===== src/design/lfsp_pkg.sv =====
// Shared types, constants and alignment helpers for the free span picker.
`timescale 1ns / 1ps

package lfsp_pkg;

  // Field widths
  localparam int ADDR_W    = 64;
  localparam int PAGES_W   = 52;
  localparam int KIND_W    = 4;
  localparam int CFG_IDX_W = 2;

  // Page geometry (power of two)
  localparam int PAGE_BYTES = 4096;
  localparam int PAGE_SHIFT = $clog2(PAGE_BYTES);
  localparam logic [ADDR_W-1:0] PAGE_MASK = ADDR_W'(PAGE_BYTES - 1);

  localparam logic [KIND_W-1:0] CONVENTIONAL_KIND = KIND_W'(7);
  localparam logic [ADDR_W-1:0] DEFAULT_IMAGE_END = 64'h0000_0000_0010_0000;
  localparam logic [ADDR_W-1:0] DEFAULT_MIN_CLAIM = 64'h0000_0000_0020_0000;

  // Configuration register indexes
  typedef enum logic [CFG_IDX_W-1:0] {
    REG_IMAGE_START = 2'd0,
    REG_IMAGE_LIMIT = 2'd1,
    REG_MIN_CLAIM   = 2'd2
  } cfg_reg_t;

  // Derived image bounds handed from the config block to the datapath
  typedef struct packed {
    logic [ADDR_W-1:0] ibase;     // image base (end when base unknown)
    logic [ADDR_W-1:0] ibase_dn;  // image base rounded down to a page
    logic [ADDR_W-1:0] iend;      // page-aligned image end
    logic              carve_en;  // image end above image base
    logic [ADDR_W-1:0] min_claim; // smallest accepted candidate
  } bounds_t;

  function automatic logic [ADDR_W-1:0] align_up(input logic [ADDR_W-1:0] v);
    return (v + PAGE_MASK) & ~PAGE_MASK;
  endfunction

  function automatic logic [ADDR_W-1:0] align_down(input logic [ADDR_W-1:0] v);
    return v & ~PAGE_MASK;
  endfunction

endpackage


===== src/design/lfsp_cfg.sv =====
// Configuration registers and the derived image bounds.
`timescale 1ns / 1ps

module lfsp_cfg (
  input  logic                               clk,
  input  logic                               rst,
  input  logic                               cfg_we,
  input  logic [lfsp_pkg::CFG_IDX_W-1:0]     cfg_index,
  input  logic [lfsp_pkg::ADDR_W-1:0]        cfg_wdata,
  output lfsp_pkg::bounds_t                  bounds
);

  logic [lfsp_pkg::ADDR_W-1:0] image_start;
  logic [lfsp_pkg::ADDR_W-1:0] image_limit;
  logic [lfsp_pkg::ADDR_W-1:0] min_claim;
  logic [lfsp_pkg::ADDR_W-1:0] iend;
  logic [lfsp_pkg::ADDR_W-1:0] ibase;
  logic [lfsp_pkg::ADDR_W-1:0] ibase_dn;
  logic                        carve_en;
  logic [lfsp_pkg::ADDR_W-1:0] ibase_next;

  // Write the addressed register; drop writes past the list
  always_ff @(posedge clk) begin
    if (rst) begin
      image_start <= '0;
      image_limit <= '0;
      min_claim   <= lfsp_pkg::DEFAULT_MIN_CLAIM;
    end else if (cfg_we) begin
      case (cfg_index)
        lfsp_pkg::REG_IMAGE_START: image_start <= cfg_wdata;
        lfsp_pkg::REG_IMAGE_LIMIT: image_limit <= cfg_wdata;
        lfsp_pkg::REG_MIN_CLAIM:   min_claim   <= cfg_wdata;
        default: ;
      endcase
    end
  end

  // Pick the base: unknown base falls back to the image end
  always_comb begin
    ibase_next = (image_start == '0) ? iend : image_start;
  end

  // Derive bounds in two steps: end first, then base and carve enable
  always_ff @(posedge clk) begin
    if (rst) begin
      iend     <= lfsp_pkg::align_up(lfsp_pkg::DEFAULT_IMAGE_END);
      ibase    <= lfsp_pkg::align_up(lfsp_pkg::DEFAULT_IMAGE_END);
      ibase_dn <= lfsp_pkg::align_up(lfsp_pkg::DEFAULT_IMAGE_END);
      carve_en <= 1'b0;
    end else begin
      iend     <= lfsp_pkg::align_up((image_limit == '0) ?
                                     lfsp_pkg::DEFAULT_IMAGE_END : image_limit);
      ibase    <= ibase_next;
      ibase_dn <= lfsp_pkg::align_down(ibase_next);
      carve_en <= (image_start != '0) && (iend > image_start);
    end
  end

  assign bounds.ibase     = ibase;
  assign bounds.ibase_dn  = ibase_dn;
  assign bounds.iend      = iend;
  assign bounds.carve_en  = carve_en;
  assign bounds.min_claim = min_claim;

endmodule


===== src/design/largest_free_span_picker_unit.sv =====
// Top level of the largest free span picker: descriptor pipeline and running best.
`timescale 1ns / 1ps

// Takes one memory-map descriptor beat per clock while s_tready is high
// and, on the beat marked tlast, returns one result beat with the largest
// usable page-aligned span seen since the previous last beat (address and
// length in m_tdata, found in m_tuser), then starts over. Descriptors flow
// through a five-register pipeline (input, end/align, carve compares,
// candidate select, running-best update), and the sustained rate is one
// descriptor per cycle while the update stage is not held. A result
// waiting on m_tready holds only the update stage, and only once another
// last descriptor reaches it; descriptors before that keep flowing. The
// image bounds derived from a configuration write settle first in the end
// register and then in the base and carve-enable registers.
module largest_free_span_picker_unit (
  input  logic                              clk,
  input  logic                              rst,
  // configuration write port
  input  logic                              cfg_we,
  input  logic [lfsp_pkg::CFG_IDX_W-1:0]    cfg_index,
  input  logic [lfsp_pkg::ADDR_W-1:0]       cfg_wdata,
  // descriptor stream
  input  logic                              s_tvalid,
  output logic                              s_tready,
  input  logic [119:0]                      s_tdata,  // span_start[63:0], page_count[115:64]
  input  logic [lfsp_pkg::KIND_W-1:0]       s_tuser,  // desc_kind[3:0]
  input  logic                              s_tlast,  // last_desc
  // result stream
  output logic                              m_tvalid,
  input  logic                              m_tready,
  output logic [127:0]                      m_tdata,  // pick_addr[63:0], pick_len[127:64]
  output logic                              m_tuser   // found
);

  localparam int AW = lfsp_pkg::ADDR_W;

  lfsp_pkg::bounds_t bounds;

  lfsp_cfg u_cfg (
    .clk       (clk),
    .rst       (rst),
    .cfg_we    (cfg_we),
    .cfg_index (cfg_index),
    .cfg_wdata (cfg_wdata),
    .bounds    (bounds)
  );

  // Stage 1: input register
  logic                          p1_valid;
  logic                          p1_elig;
  logic                          p1_last;
  logic [AW-1:0]                 p1_start;
  logic [lfsp_pkg::PAGES_W-1:0]  p1_pages;

  // Stage 2: end address and rounded-up start
  logic          p2_valid;
  logic          p2_elig;
  logic          p2_last;
  logic [AW-1:0] p2_start;
  logic [AW-1:0] p2_end;
  logic [AW-1:0] p2_a_up;

  // Stage 3: carve compares and piece lengths
  logic          p3_valid;
  logic          p3_elig;
  logic          p3_last;
  logic          p3_ov;
  logic          p3_left_ok;
  logic          p3_right_ok;
  logic          p3_plain_ok;
  logic [AW-1:0] p3_a_up;
  logic [AW-1:0] p3_left_len;
  logic [AW-1:0] p3_right_len;
  logic [AW-1:0] p3_plain_len;

  // Stage 4: chosen candidate
  logic          p4_valid;
  logic          p4_last;
  logic [AW-1:0] p4_addr;
  logic [AW-1:0] p4_len;

  // Running best
  logic [AW-1:0] top_addr;
  logic [AW-1:0] top_len;

  logic          out_free;
  logic          fire4;
  logic          rdy1, rdy2, rdy3, rdy4;
  logic [AW-1:0] end_dn;
  logic [AW-1:0] left_len_eff;
  logic [AW-1:0] left_addr_eff;
  logic [AW-1:0] sel_addr;
  logic [AW-1:0] sel_len;
  logic          take;
  logic [AW-1:0] top_addr_next;
  logic [AW-1:0] top_len_next;
  logic          found_next;

  // Elastic ready chain: a stage loads when it is empty or moving on
  always_comb begin
    out_free = !m_tvalid || m_tready;
    fire4    = p4_valid && (!p4_last || out_free);
    rdy4     = !p4_valid || fire4;
    rdy3     = !p3_valid || rdy4;
    rdy2     = !p2_valid || rdy3;
    rdy1     = !p1_valid || rdy2;
  end

  assign s_tready = rdy1;

  // Advance valid bits
  always_ff @(posedge clk) begin
    if (rst) begin
      p1_valid <= 1'b0;
      p2_valid <= 1'b0;
      p3_valid <= 1'b0;
      p4_valid <= 1'b0;
    end else begin
      if (rdy1) p1_valid <= s_tvalid;
      if (rdy2) p2_valid <= p1_valid;
      if (rdy3) p3_valid <= p2_valid;
      if (rdy4) p4_valid <= p3_valid;
    end
  end

  // Stage 1: capture the beat
  always_ff @(posedge clk) begin
    if (rdy1) begin
      p1_start <= s_tdata[AW-1:0];
      p1_pages <= s_tdata[AW +: lfsp_pkg::PAGES_W];
      p1_last  <= s_tlast;
      p1_elig  <= (s_tuser == lfsp_pkg::CONVENTIONAL_KIND) &&
                  (s_tdata[AW +: lfsp_pkg::PAGES_W] != '0);
    end
  end

  // Stage 2: end address wraps modulo 2^64
  always_ff @(posedge clk) begin
    if (rdy2) begin
      p2_elig  <= p1_elig;
      p2_last  <= p1_last;
      p2_start <= p1_start;
      p2_end   <= p1_start + (AW'(p1_pages) << lfsp_pkg::PAGE_SHIFT);
      p2_a_up  <= lfsp_pkg::align_up(p1_start);
    end
  end

  // Stage 3: overlap test and lengths of left, right and plain pieces
  assign end_dn = lfsp_pkg::align_down(p2_end);

  always_ff @(posedge clk) begin
    if (rdy3) begin
      p3_elig      <= p2_elig;
      p3_last      <= p2_last;
      p3_a_up      <= p2_a_up;
      p3_ov        <= bounds.carve_en && (p2_start < bounds.iend) &&
                      (p2_end > bounds.ibase);
      p3_left_ok   <= (p2_start < bounds.ibase) && (bounds.ibase_dn > p2_a_up);
      p3_left_len  <= bounds.ibase_dn - p2_a_up;
      p3_right_ok  <= (p2_end > bounds.iend) && (end_dn > bounds.iend);
      p3_right_len <= end_dn - bounds.iend;
      p3_plain_ok  <= end_dn > p2_a_up;
      p3_plain_len <= end_dn - p2_a_up;
    end
  end

  // Select the candidate; left piece wins a tie
  always_comb begin
    left_len_eff  = p3_left_ok ? p3_left_len : '0;
    left_addr_eff = p3_left_ok ? p3_a_up : '0;
    sel_addr      = '0;
    sel_len       = '0;
    if (p3_elig) begin
      if (p3_ov) begin
        if (p3_right_ok && (p3_right_len > left_len_eff)) begin
          sel_addr = bounds.iend;
          sel_len  = p3_right_len;
        end else begin
          sel_addr = left_addr_eff;
          sel_len  = left_len_eff;
        end
      end else if (p3_plain_ok) begin
        sel_addr = p3_a_up;
        sel_len  = p3_plain_len;
      end
    end
  end

  // Stage 4: hold the candidate
  always_ff @(posedge clk) begin
    if (rdy4) begin
      p4_last <= p3_last;
      p4_addr <= sel_addr;
      p4_len  <= sel_len;
    end
  end

  // Keep a candidate that meets the minimum and beats the best
  always_comb begin
    take          = (p4_len >= bounds.min_claim) && (p4_len > top_len);
    top_addr_next = take ? p4_addr : top_addr;
    top_len_next  = take ? p4_len : top_len;
    found_next    = (take || (top_len >= bounds.min_claim)) && (top_addr_next != '0);
  end

  // Update the running best; clear it after the last descriptor
  always_ff @(posedge clk) begin
    if (rst) begin
      top_addr <= '0;
      top_len  <= '0;
    end else if (fire4) begin
      if (p4_last) begin
        top_addr <= '0;
        top_len  <= '0;
      end else begin
        top_addr <= top_addr_next;
        top_len  <= top_len_next;
      end
    end
  end

  // Result register: load on the last descriptor, drop once taken
  always_ff @(posedge clk) begin
    if (rst) begin
      m_tvalid <= 1'b0;
    end else if (fire4 && p4_last) begin
      m_tvalid <= 1'b1;
    end else if (m_tready) begin
      m_tvalid <= 1'b0;
    end
  end

  always_ff @(posedge clk) begin
    if (fire4 && p4_last) begin
      m_tdata <= {top_len_next, top_addr_next};
      m_tuser <= found_next;
    end
  end

endmodule


===== config.mk =====
export PLATFORM = sky130hd
export DESIGN_NAME = largest_free_span_picker_unit
export DESIGN_NICKNAME = d
export VERILOG_FILES = /design/src/design/lfsp_pkg.sv /design/src/design/lfsp_cfg.sv /design/src/design/largest_free_span_picker_unit.sv
export SDC_FILE = /design/constraint.sdc
export NUM_CORES = 2
export LEC_CHECK = 0
export BUFFER_PORTS_ARGS = -buffer_cell sky130_fd_sc_hd__buf_2
export CAP_MARGIN = 20
export CORE_MARGIN = 2
export CORE_UTILIZATION = 55
export CTS_BUF_LIST = sky130_fd_sc_hd__clkbuf_16
export CTS_CLUSTER_SIZE = 30
export DETAILED_ROUTE_END_ITERATION = 7
export PLACE_DENSITY = 0.83
export SKIP_CTS_REPAIR_TIMING = 1
export SKIP_LAST_GASP = 1
export SYNTH_ARGS = -nofsm -noshare
export SYNTH_HDL_FRONTEND = slang
export SYNTH_SLANG_ARGS = --single-unit

===== constraint.sdc =====
create_clock -name clk -period 7.15 [get_ports clk]
set_input_delay 1.0725 -clock clk [delete_from_list [all_inputs] [get_ports clk]]
set_output_delay 1.0725 -clock clk [all_outputs]
set_load 0.02 [all_outputs]

==> results.json <==
{
  "grt_use_total": 0.317,
  "synthMuxAreaShare": 0.0266,
  "drtIter0Drc": 5878,
  "crit_type": "flop to flop",
  "fin_area_mm2": 0.0713,
  "cts_tree": "built",
  "synth_edf_count": 736,
  "min_period_ps": 5130,
  "syn_area_mm2": 0.0642,
  "synth_nets": 7040,
  "fmax_ghz": 0.195,
  "synth_warnings": 0,
  "critPathArrivalTime_ps": 5800,
  "drive_above_1_share": 0.109,
  "num_vias": 49500,
  "cts_made_buffers": 118,
  "synthAdderAreaFrac": 0.127,
  "synth_flop_cell": "edfxtp_1",
  "final.fill_count": 9275,
  "hold_viol": 0,
  "hold_class": "flop to flop",
  "drv_slew": 0,
  "clock_latency_ps": 740,
  "gp_congestion": 0.979,
  "die_w_um": 346,
  "place_area_mm2": 0.0673,
  "grt_pass1_wl_um": 286000,
  "antenna_found_initial": 10,
  "status": "complete, no violations",
  "synth-seq-cells": 1178,
  "yosysUniqueCellTypes": 92,
  "synth_async_sr_flop_share": 0,
  "tns_ps": 0,
  "final_util": 0.615,
  "grt_max_degree": 218,
  "critPathCaptureType": "flop",
  "dr.pass1.iters": 6,
  "drc_errors": 0,
  "synth_top_family_by_area": "compound AO/OA/AOI/OAI gates",
  "dpl.hpwl_um": 152000,
  "num_rows": 125,
  "hold_start": "p1_last",
  "grt-ovfl-total": 0,
  "worstRegToRegCells": 13,
  "ir_drop_mv": 0.253,
  "synthCells": 6194,
  "syn2layout_area_growth_pct": 11.0,
  "io_buffers": 322,
  "dieArea_mm2": 0.120,
  "rsz0062_at_grt": "no",
  "setup_viol": 0,
  "synth_xor_area_frac": 0.0369,
  "die_h_um": 346,
  "crit_start": "p4_len[41]",
  "h-tree-depth": 3,
  "start_kind": "flop",
  "fin_skew_ps": 57.5,
  "ios": 327,
  "viasPerCell": 6.13,
  "cp_max_fo": 80,
  "max-clock-path-buffers": 3,
  "wl_per_cell_um": 24.1,
  "clock-root-buffer": "clkbuf_16",
  "syn_area_per_cell_um2": 10.4,
  "seq_area_frac_synth": 0.482,
  "nNetsFinal": 7296,
  "start_util": 0.554,
  "whs_path_depth": 0,
  "p_leak_nw": 29.4,
  "slew_headroom": 0.253,
  "synth_compound_area_frac": 0.157,
  "power.density_mw_per_mm2": 262,
  "fin_crit_sh": 0.718,
  "clk_pin_slew_ps": 70,
  "worst_slew_pin_slew_ps": 1090,
  "maxCapViolations": 0,
  "crit_required_ps": 7820,
  "core_area_mm2": 0.116,
  "grt_pass1_vias": 46800,
  "synthSimpleGateAreaFrac": 0.131,
  "wirelength_um": 195000,
  "ant_nets": 0,
  "clock-sinks": 1178,
  "r2r-start": "p4_len[41]"
}
placed cells by master, fill, tap and decap left out, types with 122 or more instances in the layout:
cell and n:
ha_1 646, a21o_1 284, inv_1 438, dfxtp_1 442, nor2_1 319, clkbuf_16 122, nand2_1 708, edfxtp_1 736
nand4_1 134, o21ai_0 155, buf_2 321, xnor2_1 174, a21oi_1 590
layer usage:
| layer | track usage | up-vias | part of all wire |
|---|---|---|---|
| li1 | - | 23200 | - |
| met1 | 0.477 | 23700 | 0.46 |
| met2 | 0.450 | 2324 | 0.41 |
| met3 | 0.0572 | 323 | 0.095 |
| met4 | 0.125 | 0 | 0.043 |
| met5 | 0 | - | 0 |
metrics by stage:
stage	instances	hold slack, ps	setup slack, ps	total power [mW]
floorplan	6194	400	381	10.9
global placement	7853	407	2160	12.2
detailed placement	7853	405	2100	12.3
CTS	8071	404	2080	18.6
global route	8077	427	1890	19.4
finish	8079	404	2020	18.7
final cells by class:
type | instances | area (µm²) | share of cell area
Tap cell | 1524 | 1910 | 0.0267
Inverter | 425 | 1600 | 0.0224
Antenna cell | 7 | 17.5 | 0.000246
Timing Repair Buffer | 364 | 1980 | 0.0278
Clock buffer | 122 | 3050 | 0.0428
Multi-Input combinational cell | 4363 | 30900 | 0.433
Clock inverter | 96 | 955 | 0.0134
Sequential cell | 1178 | 30900 | 0.434
registers in the layout, indices dropped and copies added (netlist names), 64 cells and up:
| signal | flops |
|---|---|
| m_tdata | 128 |
| p1_start | 64 |
| p2_start | 64 |
| top_addr | 64 |
| top_len | 64 |
| u_cfg.ibase | 64 |
| u_cfg.image_limit | 64 |
| u_cfg.image_start | 64 |
| u_cfg.min_claim | 64 |
critical path: stages, from the launching register on:
cell and delay, ps:
edfxtp_1 460, ha_1 330, a21o_1 190, a21o_1 170, a21oi_1 140, nor2_1 70, a211oi_1 210, o211ai_1 100
a2111oi_0 980, a211o_1 250, a31o_4 390, a31o_4 850, buf_4 600, a22o_1 220
logic make-up after synthesis:
group / Yosys count
fa+ha+maj: 650
compound gates: 1538
mux: 158
buf+inv: 653
xor+xnor: 271
simple gates: 1746
flops: 1178
synthesized netlist by cell type (55+ instances only):
library cell,n,area [µm²]
nand2_1,709,2660
inv_1,422,1580
and2_1,73,457
o211ai_1,67,503
a21o_1,284,2130
nor4_1,102,638
nor2_1,320,1200
edfxtp_1,736,22100
nand2b_1,59,369
a21oi_1,590,2950
clkbuf_1,175,657
nor2b_1,68,425
xor2_1,97,850
o21ai_0,155,776
xnor2_1,174,1520
a22o_1,104,911
nor3_1,55,275
nand4_1,134,838
nand3_1,100,500
ha_1,646,8080
dfxtp_1,442,8850
mux2_2,104,1170
report_power, final:
| group | internal, mW | switching [mW] |
|---|---|---|
| sequential | 7.89 | 0.528 |
| combinational | 1.46 | 2.39 |
| clock | 3.61 | 2.77 |
| total | 13.0 | 5.69 |
worst paths after layout:
check,endpoint,slack [ps]
max,top_addr[54],2020
min,p2_last,400
max reg2reg,top_addr[54],2020
min reg2reg,p2_last,400
(Power assumes the default switching activity.)
